File: src/sv/clex_pkg.sv
// Shared types, constants and character classes for the C subset lexer.
// No dependencies; every other file of the block imports this package.
package clex_pkg;

    // Field widths
    localparam int POS_BITS     = 16;
    localparam int VALUE_BITS   = 32;
    localparam int KW_MAX_CHARS = 6;
    localparam int PUNCT_BITS   = 16;
    localparam int KW_ID_BITS   = 3;

    // Token queue between scanner and emitter
    localparam int FIFO_DEPTH   = 4;
    localparam int FIFO_PTR_W   = $clog2(FIFO_DEPTH);
    localparam int FIFO_CNT_W   = $clog2(FIFO_DEPTH + 1);

    // Characters with a role of their own
    localparam logic [7:0] CH_NUL  = 8'h00;
    localparam logic [7:0] CH_ZERO = 8'h30;
    localparam logic [7:0] CH_EQ   = 8'h3D;
    localparam logic [7:0] CH_BANG = 8'h21;
    localparam logic [7:0] CH_GT   = 8'h3E;
    localparam logic [7:0] CH_LT   = 8'h3C;

    typedef enum logic [2:0] {
        KIND_NUMBER  = 3'd0,
        KIND_IDENT   = 3'd1,
        KIND_KEYWORD = 3'd2,
        KIND_PUNCT   = 3'd3,
        KIND_END     = 3'd4,
        KIND_INVALID = 3'd5
    } kind_t;

    typedef enum logic [2:0] {
        MODE_IDLE,
        MODE_NUM,
        MODE_IDENT,
        MODE_PUNCT,
        MODE_ERR
    } scan_mode_t;

    // Keyword identifiers
    localparam logic [KW_ID_BITS-1:0] KW_RETURN = 3'd0;
    localparam logic [KW_ID_BITS-1:0] KW_IF     = 3'd1;
    localparam logic [KW_ID_BITS-1:0] KW_ELSE   = 3'd2;
    localparam logic [KW_ID_BITS-1:0] KW_FOR    = 3'd3;
    localparam logic [KW_ID_BITS-1:0] KW_WHILE  = 3'd4;
    localparam logic [KW_ID_BITS-1:0] KW_INT    = 3'd5;
    localparam logic [KW_ID_BITS-1:0] KW_NONE   = 3'd6;

    localparam int KW_COUNT      = 6;
    localparam int KW_TEXT_CHARS = 6;

    // Keyword spelling, first character at index 0, zero padded
    typedef logic [0:KW_TEXT_CHARS-1][7:0] kw_text_t;
    localparam kw_text_t KW_TEXT [KW_COUNT] = '{
        "return",
        {"if",    32'h0},
        {"else",  16'h0},
        {"for",   24'h0},
        {"while",  8'h0},
        {"int",   24'h0}
    };
    localparam int KW_LEN [KW_COUNT] = '{6, 2, 4, 3, 5, 3};

    // Leading identifier characters, character j at index j
    typedef logic [KW_MAX_CHARS-1:0][7:0] kw_prefix_t;

    typedef struct packed {
        kind_t                   kind;
        logic [POS_BITS-1:0]     start_pos;
        logic [POS_BITS-1:0]     token_len;
        logic [VALUE_BITS-1:0]   num_value;
        logic [PUNCT_BITS-1:0]   punct_bytes;
        logic [KW_ID_BITS-1:0]   keyword_id;
        logic                    run_last;
    } token_t;

    // Up to two tokens caused by one byte
    typedef struct packed {
        logic   two;
        token_t first;
        token_t second;
    } tok_pair_t;

    function automatic logic is_space(logic [7:0] b);
        return b inside {[8'd9:8'd13], 8'd32};
    endfunction

    function automatic logic is_digit(logic [7:0] b);
        return b inside {[8'h30:8'h39]};
    endfunction

    function automatic logic is_first(logic [7:0] b);
        return b inside {[8'h61:8'h7A], [8'h41:8'h5A], 8'h5F};
    endfunction

    function automatic logic is_next(logic [7:0] b);
        return is_first(b) || is_digit(b);
    endfunction

    function automatic logic is_punct(logic [7:0] b);
        return b inside {[8'd33:8'd47], [8'd58:8'd64], [8'd91:8'd96], [8'd123:8'd126]};
    endfunction

    function automatic logic is_pair_start(logic [7:0] b);
        return b inside {CH_EQ, CH_BANG, CH_GT, CH_LT};
    endfunction

    // Match the stored prefix and length against the keyword list
    function automatic logic [KW_ID_BITS-1:0] keyword_of(kw_prefix_t prefix,
                                                         logic [POS_BITS-1:0] len);
        logic [KW_ID_BITS-1:0] id;
        logic                  match;
        logic [7:0]            expect_ch;
        id = KW_NONE;
        for (int k = KW_COUNT - 1; k >= 0; k--)
        begin
            match = (len == POS_BITS'(KW_LEN[k]));
            for (int j = 0; j < KW_MAX_CHARS; j++)
            begin
                expect_ch = (j < KW_TEXT_CHARS) ? KW_TEXT[k][j] : 8'h00;
                if (prefix[j] != expect_ch)
                    match = 1'b0;
            end
            if (match)
                id = KW_ID_BITS'(k);
        end
        return id;
    endfunction

endpackage

File: src/sv/clex_if.sv
// Handshake channels of the lexer: source text in, tokens out.
// Depends on clex_pkg for the field widths.
interface clex_text_if import clex_pkg::*; ();
    logic       valid;
    logic       ready;
    logic [7:0] text_byte;

    modport source (output valid, output text_byte, input ready);
    modport sink   (input valid, input text_byte, output ready);
endinterface

interface clex_token_if import clex_pkg::*; ();
    logic                  valid;
    logic                  ready;
    logic [2:0]            kind;
    logic [POS_BITS-1:0]   start_pos;
    logic [POS_BITS-1:0]   token_len;
    logic [VALUE_BITS-1:0] num_value;
    logic [PUNCT_BITS-1:0] punct_bytes;
    logic [KW_ID_BITS-1:0] keyword_id;
    logic                  run_last;

    modport source (output valid, output kind, output start_pos, output token_len,
                    output num_value, output punct_bytes, output keyword_id,
                    output run_last, input ready);
    modport sink   (input valid, input kind, input start_pos, input token_len,
                    input num_value, input punct_bytes, input keyword_id,
                    input run_last, output ready);
endinterface

File: src/sv/clex_scan.sv
// Front end: takes one text byte per transfer, tracks the token in progress
// and forms the zero, one or two tokens that the byte causes. Uses clex_pkg.
module clex_scan import clex_pkg::*; (
    input  logic         clk,
    input  logic         rst_n,
    clex_text_if.sink    text,
    output logic         wr_valid,
    input  logic         wr_ready,
    output tok_pair_t    wr_data
);

    scan_mode_t              mode_reg,     mode_next;
    logic [POS_BITS-1:0]     position_reg, position_next;
    logic [POS_BITS-1:0]     start_reg,    start_next;
    logic [POS_BITS-1:0]     length_reg,   length_next;
    logic [VALUE_BITS-1:0]   accum_reg,    accum_next;
    kw_prefix_t              prefix_reg,   prefix_next;
    logic [7:0]              punct_reg,    punct_next;

    logic [7:0]              b;
    logic                    accept;
    logic                    is_term;
    logic                    cont_num;
    logic                    cont_ident;
    logic [POS_BITS-1:0]     length_inc;
    logic [VALUE_BITS+3:0]   acc_wide;
    logic [VALUE_BITS-1:0]   acc_step;
    logic                    flush_avail;
    logic                    use_flush;
    logic                    new_valid;
    token_t                  blank_rec;
    token_t                  flush_rec;
    token_t                  new_rec;

    assign b          = text.text_byte;
    assign accept     = text.valid && text.ready;
    assign is_term    = (b == CH_NUL);
    assign cont_num   = (mode_reg == MODE_NUM) && is_digit(b);
    assign cont_ident = (mode_reg == MODE_IDENT) && is_next(b);
    assign text.ready = wr_ready;

    // Saturating length and decimal accumulate (times ten as shift and add)
    assign length_inc = (length_reg == '1) ? length_reg : length_reg + 1'b1;
    assign acc_wide   = ({4'b0, accum_reg} << 3) + ({4'b0, accum_reg} << 1)
                      + (VALUE_BITS + 4)'(b[3:0]);
    assign acc_step   = (|acc_wide[VALUE_BITS+3:VALUE_BITS]) ? '1
                                                             : acc_wide[VALUE_BITS-1:0];

    // Token held in the scanner, as it would be reported now
    always_comb
    begin
        blank_rec             = '0;
        blank_rec.kind        = KIND_NUMBER;
        blank_rec.keyword_id  = KW_NONE;
        flush_rec             = blank_rec;
        flush_rec.start_pos   = start_reg;
        flush_rec.token_len   = length_reg;
        flush_avail           = 1'b1;
        case (mode_reg)
            MODE_NUM:
            begin
                flush_rec.kind      = KIND_NUMBER;
                flush_rec.num_value = accum_reg;
            end
            MODE_IDENT:
            begin
                flush_rec.keyword_id = keyword_of(prefix_reg, length_reg);
                flush_rec.kind       = (flush_rec.keyword_id == KW_NONE) ? KIND_IDENT
                                                                         : KIND_KEYWORD;
            end
            MODE_PUNCT:
            begin
                flush_rec.kind        = KIND_PUNCT;
                flush_rec.token_len   = POS_BITS'(1);
                flush_rec.punct_bytes = {8'h00, punct_reg};
            end
            default:
                flush_avail = 1'b0;
        endcase
    end

    // Tokens caused by the byte on the input
    always_comb
    begin
        use_flush = 1'b0;
        new_valid = 1'b0;
        new_rec   = blank_rec;
        new_rec.start_pos = position_reg;
        if (is_term)
        begin
            use_flush         = flush_avail;
            new_valid         = 1'b1;
            new_rec.kind      = KIND_END;
        end
        else if (mode_reg == MODE_ERR)
        begin
            new_valid = 1'b0;
        end
        else if (mode_reg == MODE_PUNCT && b == CH_EQ)
        begin
            new_valid           = 1'b1;
            new_rec.kind        = KIND_PUNCT;
            new_rec.start_pos   = start_reg;
            new_rec.token_len   = POS_BITS'(2);
            new_rec.punct_bytes = {CH_EQ, punct_reg};
        end
        else if (!cont_num && !cont_ident)
        begin
            use_flush = flush_avail;
            if (is_space(b) || is_digit(b) || is_first(b))
            begin
                new_valid = 1'b0;
            end
            else if (is_punct(b))
            begin
                new_valid           = !is_pair_start(b);
                new_rec.kind        = KIND_PUNCT;
                new_rec.token_len   = POS_BITS'(1);
                new_rec.punct_bytes = {8'h00, b};
            end
            else
            begin
                new_valid         = 1'b1;
                new_rec.kind      = KIND_INVALID;
                new_rec.token_len = POS_BITS'(1);
            end
        end
    end

    // Pack the results into one queue entry
    always_comb
    begin
        wr_valid                = text.valid && (use_flush || new_valid);
        wr_data.two             = use_flush && new_valid;
        wr_data.first           = use_flush ? flush_rec : new_rec;
        wr_data.first.run_last  = !(use_flush && new_valid);
        wr_data.second          = new_rec;
        wr_data.second.run_last = 1'b1;
    end

    // Next scanner state
    always_comb
    begin
        mode_next     = mode_reg;
        position_next = position_reg;
        start_next    = start_reg;
        length_next   = length_reg;
        accum_next    = accum_reg;
        prefix_next   = prefix_reg;
        punct_next    = punct_reg;
        if (accept)
        begin
            if (is_term)
            begin
                mode_next     = MODE_IDLE;
                position_next = '0;
                start_next    = '0;
                length_next   = '0;
                accum_next    = '0;
                prefix_next   = '0;
                punct_next    = '0;
            end
            else
            begin
                position_next = position_reg + 1'b1;
                if (mode_reg == MODE_ERR)
                begin
                    mode_next = MODE_ERR;
                end
                else if (mode_reg == MODE_PUNCT && b == CH_EQ)
                begin
                    mode_next  = MODE_IDLE;
                    punct_next = '0;
                end
                else if (cont_num)
                begin
                    accum_next  = acc_step;
                    length_next = length_inc;
                end
                else if (cont_ident)
                begin
                    for (int j = 0; j < KW_MAX_CHARS; j++)
                    begin
                        if (length_reg == POS_BITS'(j))
                            prefix_next[j] = b;
                    end
                    length_next = length_inc;
                end
                else
                begin
                    mode_next  = MODE_IDLE;
                    punct_next = '0;
                    if (is_space(b))
                    begin
                        mode_next = MODE_IDLE;
                    end
                    else if (is_digit(b))
                    begin
                        mode_next   = MODE_NUM;
                        start_next  = position_reg;
                        length_next = POS_BITS'(1);
                        accum_next  = VALUE_BITS'(b[3:0]);
                    end
                    else if (is_first(b))
                    begin
                        mode_next      = MODE_IDENT;
                        start_next     = position_reg;
                        length_next    = POS_BITS'(1);
                        prefix_next    = '0;
                        prefix_next[0] = b;
                    end
                    else if (is_punct(b))
                    begin
                        if (is_pair_start(b))
                        begin
                            mode_next  = MODE_PUNCT;
                            punct_next = b;
                            start_next = position_reg;
                        end
                    end
                    else
                    begin
                        mode_next = MODE_ERR;
                    end
                end
            end
        end
    end

    // Hold scanner state
    always_ff @(posedge clk or negedge rst_n)
    begin
        if (!rst_n)
        begin
            mode_reg     <= MODE_IDLE;
            position_reg <= '0;
            start_reg    <= '0;
            length_reg   <= '0;
            accum_reg    <= '0;
            prefix_reg   <= '0;
            punct_reg    <= '0;
        end
        else
        begin
            mode_reg     <= mode_next;
            position_reg <= position_next;
            start_reg    <= start_next;
            length_reg   <= length_next;
            accum_reg    <= accum_next;
            prefix_reg   <= prefix_next;
            punct_reg    <= punct_next;
        end
    end

    // A terminator returns the scanner to the start of a fresh text
    a_term_resets: assert property (@(posedge clk) disable iff (!rst_n)
        (accept && is_term) |=> (mode_reg == MODE_IDLE && position_reg == '0))
        else $error("scanner not idle after terminator");

    // A pending two-byte candidate always has its first character stored
    a_punct_held: assert property (@(posedge clk) disable iff (!rst_n)
        (mode_reg == MODE_PUNCT) |-> (punct_reg != 8'h00))
        else $error("pending punctuator lost");

    // Nothing is queued for a byte in the ignoring state
    a_err_silent: assert property (@(posedge clk) disable iff (!rst_n)
        (mode_reg == MODE_ERR && !is_term) |-> !wr_valid)
        else $error("token produced while ignoring input");

endmodule

File: src/sv/clex_fifo.sv
// Short queue of token pairs between the scanner and the emitter.
// Uses clex_pkg for the entry type and depth.
module clex_fifo import clex_pkg::*; (
    input  logic       clk,
    input  logic       rst_n,
    input  logic       wr_valid,
    output logic       wr_ready,
    input  tok_pair_t  wr_data,
    output logic       rd_valid,
    input  logic       rd_ready,
    output tok_pair_t  rd_data
);

    tok_pair_t               store_reg [FIFO_DEPTH];
    logic [FIFO_PTR_W-1:0]   wr_ptr_reg, wr_ptr_next;
    logic [FIFO_PTR_W-1:0]   rd_ptr_reg, rd_ptr_next;
    logic [FIFO_CNT_W-1:0]   count_reg,  count_next;
    logic                    push;
    logic                    pop;

    assign wr_ready = (count_reg != FIFO_CNT_W'(FIFO_DEPTH));
    assign rd_valid = (count_reg != '0);
    assign rd_data  = store_reg[rd_ptr_reg];
    assign push     = wr_valid && wr_ready;
    assign pop      = rd_valid && rd_ready;

    // Advance pointers and occupancy
    always_comb
    begin
        wr_ptr_next = push ? FIFO_PTR_W'((wr_ptr_reg + 1'b1) % FIFO_DEPTH) : wr_ptr_reg;
        rd_ptr_next = pop  ? FIFO_PTR_W'((rd_ptr_reg + 1'b1) % FIFO_DEPTH) : rd_ptr_reg;
        count_next  = count_reg;
        if (push && !pop)
            count_next = count_reg + 1'b1;
        else if (pop && !push)
            count_next = count_reg - 1'b1;
    end

    always_ff @(posedge clk or negedge rst_n)
    begin
        if (!rst_n)
        begin
            wr_ptr_reg <= '0;
            rd_ptr_reg <= '0;
            count_reg  <= '0;
        end
        else
        begin
            wr_ptr_reg <= wr_ptr_next;
            rd_ptr_reg <= rd_ptr_next;
            count_reg  <= count_next;
        end
    end

    // Write entry storage
    always_ff @(posedge clk)
    begin
        if (push)
            store_reg[wr_ptr_reg] <= wr_data;
    end

    a_count_bound: assert property (@(posedge clk) disable iff (!rst_n)
        count_reg <= FIFO_CNT_W'(FIFO_DEPTH))
        else $error("queue overfilled");

    a_pop_drains: assert property (@(posedge clk) disable iff (!rst_n)
        (pop && !push) |=> (count_reg == $past(count_reg) - 1'b1))
        else $error("queue count wrong after read");

    a_ptr_gap: assert property (@(posedge clk) disable iff (!rst_n)
        (count_reg == '0) |-> (wr_ptr_reg == rd_ptr_reg))
        else $error("empty queue with pointers apart");

endmodule

File: src/sv/clex_emit.sv
// Back end: unpacks queued token pairs and presents one token per transfer
// from an output register. Uses clex_pkg and the token channel interface.
module clex_emit import clex_pkg::*; (
    input  logic          clk,
    input  logic          rst_n,
    input  logic          rd_valid,
    output logic          rd_ready,
    input  tok_pair_t     rd_data,
    clex_token_if.source  tokens
);

    logic    out_valid_reg,  out_valid_next;
    logic    hold_valid_reg, hold_valid_next;
    token_t  out_rec_reg,    out_rec_next;
    token_t  hold_rec_reg,   hold_rec_next;
    logic    load;

    assign load     = !out_valid_reg || tokens.ready;
    assign rd_ready = load && !hold_valid_reg;

    // Refill the output register: second token of a pair first, then the queue
    always_comb
    begin
        out_valid_next  = out_valid_reg;
        hold_valid_next = hold_valid_reg;
        out_rec_next    = out_rec_reg;
        hold_rec_next   = hold_rec_reg;
        if (load)
        begin
            if (hold_valid_reg)
            begin
                out_valid_next  = 1'b1;
                out_rec_next    = hold_rec_reg;
                hold_valid_next = 1'b0;
            end
            else if (rd_valid)
            begin
                out_valid_next  = 1'b1;
                out_rec_next    = rd_data.first;
                hold_rec_next   = rd_data.second;
                hold_valid_next = rd_data.two;
            end
            else
            begin
                out_valid_next = 1'b0;
            end
        end
    end

    always_ff @(posedge clk or negedge rst_n)
    begin
        if (!rst_n)
        begin
            out_valid_reg  <= 1'b0;
            hold_valid_reg <= 1'b0;
        end
        else
        begin
            out_valid_reg  <= out_valid_next;
            hold_valid_reg <= hold_valid_next;
        end
    end

    // Hold payload
    always_ff @(posedge clk)
    begin
        out_rec_reg  <= out_rec_next;
        hold_rec_reg <= hold_rec_next;
    end

    // Drive the token channel
    assign tokens.valid       = out_valid_reg;
    assign tokens.kind        = out_rec_reg.kind;
    assign tokens.start_pos   = out_rec_reg.start_pos;
    assign tokens.token_len   = out_rec_reg.token_len;
    assign tokens.num_value   = out_rec_reg.num_value;
    assign tokens.punct_bytes = out_rec_reg.punct_bytes;
    assign tokens.keyword_id  = out_rec_reg.keyword_id;
    assign tokens.run_last    = out_rec_reg.run_last;

    a_hold_behind_out: assert property (@(posedge clk) disable iff (!rst_n)
        hold_valid_reg |-> out_valid_reg)
        else $error("second token held with no token on output");

    a_first_not_last: assert property (@(posedge clk) disable iff (!rst_n)
        (out_valid_reg && hold_valid_reg) |-> !out_rec_reg.run_last)
        else $error("first token of a pair marked last");

    a_held_is_last: assert property (@(posedge clk) disable iff (!rst_n)
        hold_valid_reg |-> hold_rec_reg.run_last)
        else $error("second token of a pair not marked last");

endmodule

File: src/sv/c_subset_lexer.sv
// Top level of the C subset lexer: scanner, token queue and emitter.
// Depends on clex_pkg, clex_if, clex_scan, clex_fifo and clex_emit.
//
//  channel  | direction | payload                                  | transfer
//  ---------+-----------+------------------------------------------+------------------
//  text     | in        | text_byte                                | valid & ready
//  tokens   | out       | kind, start_pos, token_len, num_value,   | valid & ready
//           |           | punct_bytes, keyword_id, run_last        |
//
// One text byte is taken per cycle while the queue has room, and the scanner
// classifies it in the same cycle. A byte that closes one token and starts or
// ends another yields two tokens; the emitter sends one token per cycle while
// tokens.ready is high, so a run of such bytes slows input to the output rate
// once the four-entry queue fills. Tokens pass the queue, then the output register.
// Reset clears scanner state, queue and output valid; no clearing pass is needed.
// text.ready falls only while the queue is full; tokens.ready low stalls the queue.
module c_subset_lexer import clex_pkg::*; (
    input  logic          clk,
    input  logic          rst_n,
    clex_text_if.sink     text,
    clex_token_if.source  tokens
);

    logic       wr_valid;
    logic       wr_ready;
    tok_pair_t  wr_data;
    logic       rd_valid;
    logic       rd_ready;
    tok_pair_t  rd_data;

    clex_scan u_scan (
        .clk      (clk),
        .rst_n    (rst_n),
        .text     (text),
        .wr_valid (wr_valid),
        .wr_ready (wr_ready),
        .wr_data  (wr_data)
    );

    clex_fifo u_fifo (
        .clk      (clk),
        .rst_n    (rst_n),
        .wr_valid (wr_valid),
        .wr_ready (wr_ready),
        .wr_data  (wr_data),
        .rd_valid (rd_valid),
        .rd_ready (rd_ready),
        .rd_data  (rd_data)
    );

    clex_emit u_emit (
        .clk      (clk),
        .rst_n    (rst_n),
        .rd_valid (rd_valid),
        .rd_ready (rd_ready),
        .rd_data  (rd_data),
        .tokens   (tokens)
    );

endmodule
File: src/flat_wrapper.sv
// flat-port wrapper written by rule: the top's interface ports become plain ports
module c_subset_lexer_flat import clex_pkg::*;
  (clk, rst_n, text_valid, text_text_byte, text_ready, tokens_valid, tokens_kind, tokens_start_pos, tokens_token_len, tokens_num_value, tokens_punct_bytes, tokens_keyword_id, tokens_run_last, tokens_ready);
  clex_text_if text_i ();
  clex_token_if tokens_i ();
  input  logic clk;
  input  logic rst_n;
  input wire logic [$bits(text_i.valid)-1:0] text_valid;
  input wire logic [$bits(text_i.text_byte)-1:0] text_text_byte;
  output wire logic [$bits(text_i.ready)-1:0] text_ready;
  output wire logic [$bits(tokens_i.valid)-1:0] tokens_valid;
  output wire logic [$bits(tokens_i.kind)-1:0] tokens_kind;
  output wire logic [$bits(tokens_i.start_pos)-1:0] tokens_start_pos;
  output wire logic [$bits(tokens_i.token_len)-1:0] tokens_token_len;
  output wire logic [$bits(tokens_i.num_value)-1:0] tokens_num_value;
  output wire logic [$bits(tokens_i.punct_bytes)-1:0] tokens_punct_bytes;
  output wire logic [$bits(tokens_i.keyword_id)-1:0] tokens_keyword_id;
  output wire logic [$bits(tokens_i.run_last)-1:0] tokens_run_last;
  input wire logic [$bits(tokens_i.ready)-1:0] tokens_ready;
  assign text_i.valid = text_valid;
  assign text_i.text_byte = text_text_byte;
  assign text_ready = text_i.ready;
  assign tokens_valid = tokens_i.valid;
  assign tokens_kind = tokens_i.kind;
  assign tokens_start_pos = tokens_i.start_pos;
  assign tokens_token_len = tokens_i.token_len;
  assign tokens_num_value = tokens_i.num_value;
  assign tokens_punct_bytes = tokens_i.punct_bytes;
  assign tokens_keyword_id = tokens_i.keyword_id;
  assign tokens_run_last = tokens_i.run_last;
  assign tokens_i.ready = tokens_ready;
  c_subset_lexer u_core (.clk(clk), .rst_n(rst_n), .text(text_i), .tokens(tokens_i));
endmodule
File: config.mk
export PLATFORM = sky130hd
export DESIGN_NAME = c_subset_lexer_flat
export DESIGN_NICKNAME = d
export VERILOG_FILES = /design/src/sv/clex_pkg.sv /design/src/sv/clex_if.sv /design/src/sv/clex_scan.sv /design/src/sv/clex_fifo.sv /design/src/sv/clex_emit.sv /design/src/sv/c_subset_lexer.sv /design/src/flat_wrapper.sv
export SDC_FILE = /design/constraint.sdc
export NUM_CORES = 1
export LEC_CHECK = 0
export ABC_CLOCK_PERIOD_IN_PS = 5240
export BUFFER_PORTS_ARGS = -buffer_cell sky130_fd_sc_hd__buf_2
export CAP_MARGIN = 15
export CORE_ASPECT_RATIO = 2
export CORE_MARGIN = 10
export CORE_UTILIZATION = 56
export DETAILED_ROUTE_END_ITERATION = 8
export PLACE_DENSITY = 0.83
export SYNTH_ARGS = -nofsm -noshare
export SYNTH_HDL_FRONTEND = slang
export SYNTH_SLANG_ARGS = --single-unit
File: constraint.sdc
create_clock -name clk -period 5.24 [get_ports clk]
set_input_delay 0.262 -clock clk [delete_from_list [all_inputs] [get_ports clk]]
set_output_delay 0.262 -clock clk [all_outputs]
set_load 0.005 [all_outputs]
==> results.txt, run 1 <==
crit-path max cell delay: 0.66 ns
IO Count: 101
RSZ-0062 raised after global routing: no
Final Hold Fails: 0
Worst EP arrival: 4.65 ns
max-slew violations: 0
CP Max Fanout: 12
antenna violations before repair: 5
CP endpoint kind: flip-flop
Yosys reg bits: 697
Synth Cell Area: 30400 um^2
WP buf/inv: 3
GRT Util Overall: 0.219
Die H: 349 um
wire per inst: 25.1 um
Core Region: 53600 um^2
Starting Density: 0.566
fin area: 33600 um^2
R2R Path Start: u_core.u_scan.mode_reg[2]
final core utilization: 0.627
Peak VDD IR: 331 uV
CTS tree: built
f_max: 242 MHz
Post-Syn Instances: 1966
Worst Setup SP: u_core.u_scan.mode_reg[2]
Via density: 6.36
Leak: 12.3 nW
area delta synth->final: 10.8%
share of layout cells above drive strength 1: 0.222
Post-DP Area: 31700 um^2
skew final: 0.0189 ns
clock insertion delay at the later pin of the skew report: 0.61 ns
iteration count of the initial detailed-routing pass: 7
max reg flops: 440
final setup violation count: 0
root buffer cell: clkbuf_16
Placer Congestion: 0.984
Tcrit/Tclk final: 0.789
fin crit period: 4.14 ns
Clk pin slew, worst setup/hold paths: 0.08 ns
global-route wire length before repair: 109000 um
Min-Delay Path Class: in2reg
CP max stage cell: or4_1
Max transition margin: 0.219
register area share after synthesis: 0.665
largest net degree at the start of global routing: 85
clock buffer depth: 3
Antenna Nets Post-Route: 0
unique cell type count in the Yosys netlist: 85
ys async rst share: 0.212
CP Launch Type: flip-flop
Setup TNS Final: 0 ns
Post-DP HPWL: 46800 um
row count: 120
DIE AREA: 64500 um^2
Port Buffer Count: 97
delay-heaviest family, CP: simple AND/OR/NAND/NOR gates
vias in the first global route: 18400
total CTS buffers: 54
Hold Startpoint: tokens_ready
largest area contributor in the netlist: edfxtp_1
syn_area_per_cell: 15.4 um^2
top cell type's share of synthesized area: 0.543
CP required: 5.76 ns
DRC viols: 0
Post-synth top flop: edfxtp_1
total number of vias: 17700
Initial DRC Count: 1522
CTS Sinks: 697
pwr dens: 479 nW/um^2
crit path kind: reg2reg
Post-synth EDFFs: 549
total wire length: 69900 um
ranking of synthesized cells by area: edfxtp_1, dfrtp_1, mux4_2
die width: 185 um
critical path cell sequence: nand2b_1 > nor2_1 > buf_4 > nand2_1 > clkinv_1 > or4_1 > a21oi_4 > ha_1 > inv_1 > fa_1 > xor2_1 > nor2_1 > xor2_1
max-cap viol count: 0
worst-margin pin slew: 1.17 ns
final-stage net count: 2155
residual overflow from global routing: 0
run status: complete, no violations
Syn. warnings: 0
CTS H-tree depth: 2
[per-layer routing]
| layer | track usage | vias to the layer above | routed length (um) |
|---|---|---|---|
| met5 | 0 | - | 54 |
| met4 | 0.122 | 10 | 4200 |
| met3 | 0.0302 | 224 | 3680 |
| met2 | 0.398 | 748 | 38000 |
| met1 | 0.238 | 8952 | 24000 |
| li1 | - | 7776 | - |
[placed cells by master (no fill, tap or decap), types with 40 or more instances in the layout]
cell	n
a21oi_1	58
and2_1	63
buf_2	97
clkbuf_16	55
dfrtp_1	145
edfxtp_1	549
ha_1	73
inv_1	40
mux2_2	87
mux4_2	110
nand2_1	145
nand3_1	54
nor2_1	67
nor2b_1	62
o21ai_0	86
[cells by family (layout without fill, tap and decap cells)]
logic type,count (synthesis),in the layout,share of synthesized area
DFF,697,697,0.665
and+or+nand+nor,539,539,0.0941
AOI/OAI and AO/OA,275,275,0.0628
muxes,199,199,0.115
buffers and inverters,137,281,0.0191
adders and majority gates,76,76,0.0321
xor gates and xnor gates,42,42,0.0121
other,1,4,0.000124
[synthesized netlist by cell type, types with 5 or more instances]
library cell,instances
nor2_1,68
nor2b_1,62
nor4b_1,6
nand2b_1,8
or3_1,7
and2_1,67
or2_2,5
a21oi_1,58
o211ai_1,28
a21oi_4,7
o31ai_1,11
o211ai_2,8
xor2_1,22
buf_2,7
edfxtp_1,549
nor3_1,20
mux2_2,87
buf_4,9
mux4_2,110
buf_1,11
dfrtp_1,148
nor4_1,16
nand4_1,26
and4_1,5
nand4b_1,5
and3_1,13
o21a_1,6
ha_1,73
a21o_1,17
a22o_1,14
xnor2_1,20
nand2_1,145
clkbuf_1,66
nand3_1,54
or4_1,7
inv_1,40
o21ai_0,86
[power by group]
group	internal, mW	switching (mW)
registers	7.36	0.623
logic	1.72	1.99
clock network	2.49	1.95
[metrics by stage]
stage | total power [mW] | instances | setup slack (ns) | hold WS [ns]
after floorplan | 10.4 | 1968 | 0.669 | -0.0336
after global placement | 11.6 | 2679 | 1.07 | 0.112
after detailed placement | 11.8 | 2681 | 1.02 | 0.116
after CTS | 16.3 | 2783 | 1.19 | 0.0234
after global routing | 16.8 | 2783 | 0.966 | 0.0482
final | 16.1 | 2784 | 1.10 | 0.0556
[path summary, 6_finish.rpt]
| kind | to | slack [ns] | cells after the start |
|---|---|---|---|
| min in group asynchronous | u_core.u_scan.prefix_reg[25] | 0.07 | 2 |
| setup / recovery | u_core.u_fifo.count_reg[2] | 1.10 | 13 |
| max in group asynchronous | u_core.u_fifo.rd_ptr_reg[1] | 3.93 | 3 |
| hold reg to reg | u_core.u_scan.prefix_reg[15] | 0.50 | 1 |
| setup reg to reg | u_core.u_fifo.count_reg[2] | 1.10 | 13 |
| hold / removal | u_core.u_emit.tokens.valid | 0.06 | 3 |
[worst min-delay path, delay by kind of cell]
| kind | cells | cell delay (ns) |
|---|---|---|
| AND/OR/NAND/NOR | 2 | 0.28 |
| buffers and inverters | 1 | 0.07 |
[cell type report]
cell class / instances / area [um^2]
repair buffers: 139 / 882
flip-flops and latches: 697 / 20200
clock inverters: 35 / 478
multi-input cells: 1134 / 9630
clock buffers: 66 / 1450
fillers: 3588 / 20000
diodes: 1 / 2.50
inverters: 41 / 154
well taps: 671 / 840
[timing repair]
item | 4_1_cts | 5_1_grt
endpoints found under the hold margin | 19 | 0
setup buffers | 0 | 0
gates resized for setup | 0 | 0
setup endpoints to repair | 0 | 0
hold buffers | 1 | 0
Note: power is estimated with default switching activity, not from simulation.
==> run 2, diff against run 1 <==
- ABC_CLOCK_PERIOD_IN_PS: 5240 -> 4100
- CORE_UTILIZATION: 56 -> 60
- PLACE_DENSITY: 0.83 -> 0.84
- clock period: 5.24 -> 4.1 ns (I/O delays scaled with it)
==> run 2 against run 1 <==
  * Non-clock buffer count grew 13
  * Critical endpoint is now u_core.u_scan.accum_reg[12]
  * Largest cell class unchanged
  * Wire length shrank 2.1%
  * Global-route usage grew 0.98 points
  * Largest power group unchanged
==> results.txt, run 2 (synthesis gave the netlist of run 1 again) <==
crit path kind: reg2reg
Clk pin slew, worst setup/hold paths: 0.07 ns
Via density: 6.33
Die H: 338 um
worst-margin pin slew: 0.872 ns
Final Hold Fails: 0
post-CTS setup buffer count: 0
CP Launch Type: flip-flop
fill cell count: 3270
hold path depth: 2
Hold Startpoint: text_text_byte[4]
max-slew violations: 0
Peak VDD IR: 444 uV
area delta synth->final: 10.8%
Leak: 12.3 nW
Power Total: 20.0 mW
Setup TNS Final: 0 ns
row count: 116
commonest cells after routing, fill and taps aside: edfxtp_1, nand2_1, dfrtp_1, mux4_2, buf_2
CP endpoint kind: flip-flop
GRT met2 Usage: 0.427
vias in the first global route: 18400
skew final: 0.0242 ns
grt peak-use layer: met2
Max transition margin: 0.418
commonest non-fill, non-tap cell in the layout: edfxtp_1
die width: 179 um
hold path endpoint: u_core.u_scan.prefix_reg[4]
multi-input logic area: 9630 um^2
max reg flops: 440
setup slack, reg-to-reg: 0.35 ns
worst reg2reg path depth: 11
final-stage net count: 2168
fin crit period: 3.75 ns
fin area: 33600 um^2
root buffer cell: clkbuf_16
CTS H-tree depth: 2
clock insertion delay at the later pin of the skew report: 0.61 ns
DIE AREA: 60500 um^2
Post-DP HPWL: 46300 um
Register Area: 20200 um^2
Port Buffer Count: 97
total wire length: 68400 um
met1 Track Usage GR: 0.252
Core Region: 50100 um^2
global-route wire length before repair: 106000 um
Min-Delay Path Class: in2reg
max-cap viol count: 0
Tcrit/Tclk final: 0.914
CTS Sinks: 697
Initial DRC Count: 1437
CTS resizes: 0
R2R Path Start: u_core.u_scan.accum_reg[19]
DRC viols: 0
GRT met3 Usage: 0.0269
residual overflow from global routing: 0
RSZ-0062 raised after global routing: no
clock buffer depth: 3
antenna violations before repair: 5
f_max: 267 MHz
run status: complete, no violations
CTS tree: built
IO Count: 101
total number of vias: 17600
largest net degree at the start of global routing: 81
hold_buf cts: 2
CP Max Fanout: 20
Placer Congestion: 0.952
iteration count of the initial detailed-routing pass: 6
share of layout cells above drive strength 1: 0.225
Worst R2R End: u_core.u_scan.accum_reg[12]
Worst EP arrival: 4.20 ns
GRT Util Overall: 0.229
pwr dens: 595 nW/um^2
CP required: 4.56 ns
total CTS buffers: 54
wire per inst: 24.7 um
final setup violation count: 0
Starting Density: 0.606
Post-DP Area: 31900 um^2
final core utilization: 0.672
Antenna Nets Post-Route: 0
run 2: cell types whose count changed in the layout (fill, tap and decap cells not counted), moves of 2 or more:
cell,delta
inv_6,+2
clkinv_2,+4
clkinvlp_4,-2
bufinv_16,-9
clkbuf_8,+5
buf_12,+12
run 2: critical path: stages, from the launching register on:
cell	delay [ns]
dfrtp_1	0.44
ha_1	0.30
ha_1	0.40
a21oi_1	0.26
o21ai_0	0.15
a21oi_1	0.22
o21ai_0	0.27
o2111a_1	0.33
or4b_4	0.56
o31ai_4	0.21
buf_4	0.30
o211ai_1	0.15
run 2: where the power goes:
group	internal (mW)	switching [mW]	total [mW]
Sequential	9.40	0.792	10.2
Clock	2.69	2.40	5.09
Combinational	2.28	2.46	4.74
run 2: how the worst max path moves through the flow:
stage | from | end | slack (ns) | depth (start not counted)
final | u_core.u_scan.accum_reg[19] | u_core.u_scan.accum_reg[12] | 0.35 | 11
after global placement | text_text_byte[4] | u_core.u_fifo.count_reg[2] | 0.40 | 14
after detailed placement | text_text_byte[4] | u_core.u_fifo.count_reg[2] | 0.31 | 14
after global routing | u_core.u_scan.accum_reg[19] | u_core.u_scan.accum_reg[13] | 0.17 | 11
after CTS | u_core.u_scan.accum_reg[0] | u_core.u_scan.accum_reg[12] | 0.36 | 11
after floorplan | text_text_byte[4] | u_core.u_fifo.store_reg[0][0] | 0.002 | 9
run 2: routing by layer:
metal	wire length, um	part of all wire
met1	23400	0.34
met5	31	0.00045
met3	3520	0.051
met4	2940	0.043
met2	38600	0.56
run 2: area by class of cell:
class,count,share of cell area
flip-flops and latches,697,0.600
clock buffers,72,0.0452
multi-input cells,1134,0.286
repair buffers,152,0.0337
clock inverters,29,0.00580
inverters,41,0.00457
diodes,2,0.000149
well taps,649,0.0241
run 2: metrics by stage:
stage	setup slack, ns	hold WS, ns	instances
2_1_floorplan	0.00176	-0.0906	1968
3_3_place_gp	0.398	0.262	2671
3_5_place_dp	0.311	0.274	2671
4_1_cts	0.361	0.0175	2774
5_1_grt	0.172	0.0522	2775
6_report	0.351	0.0524	2776
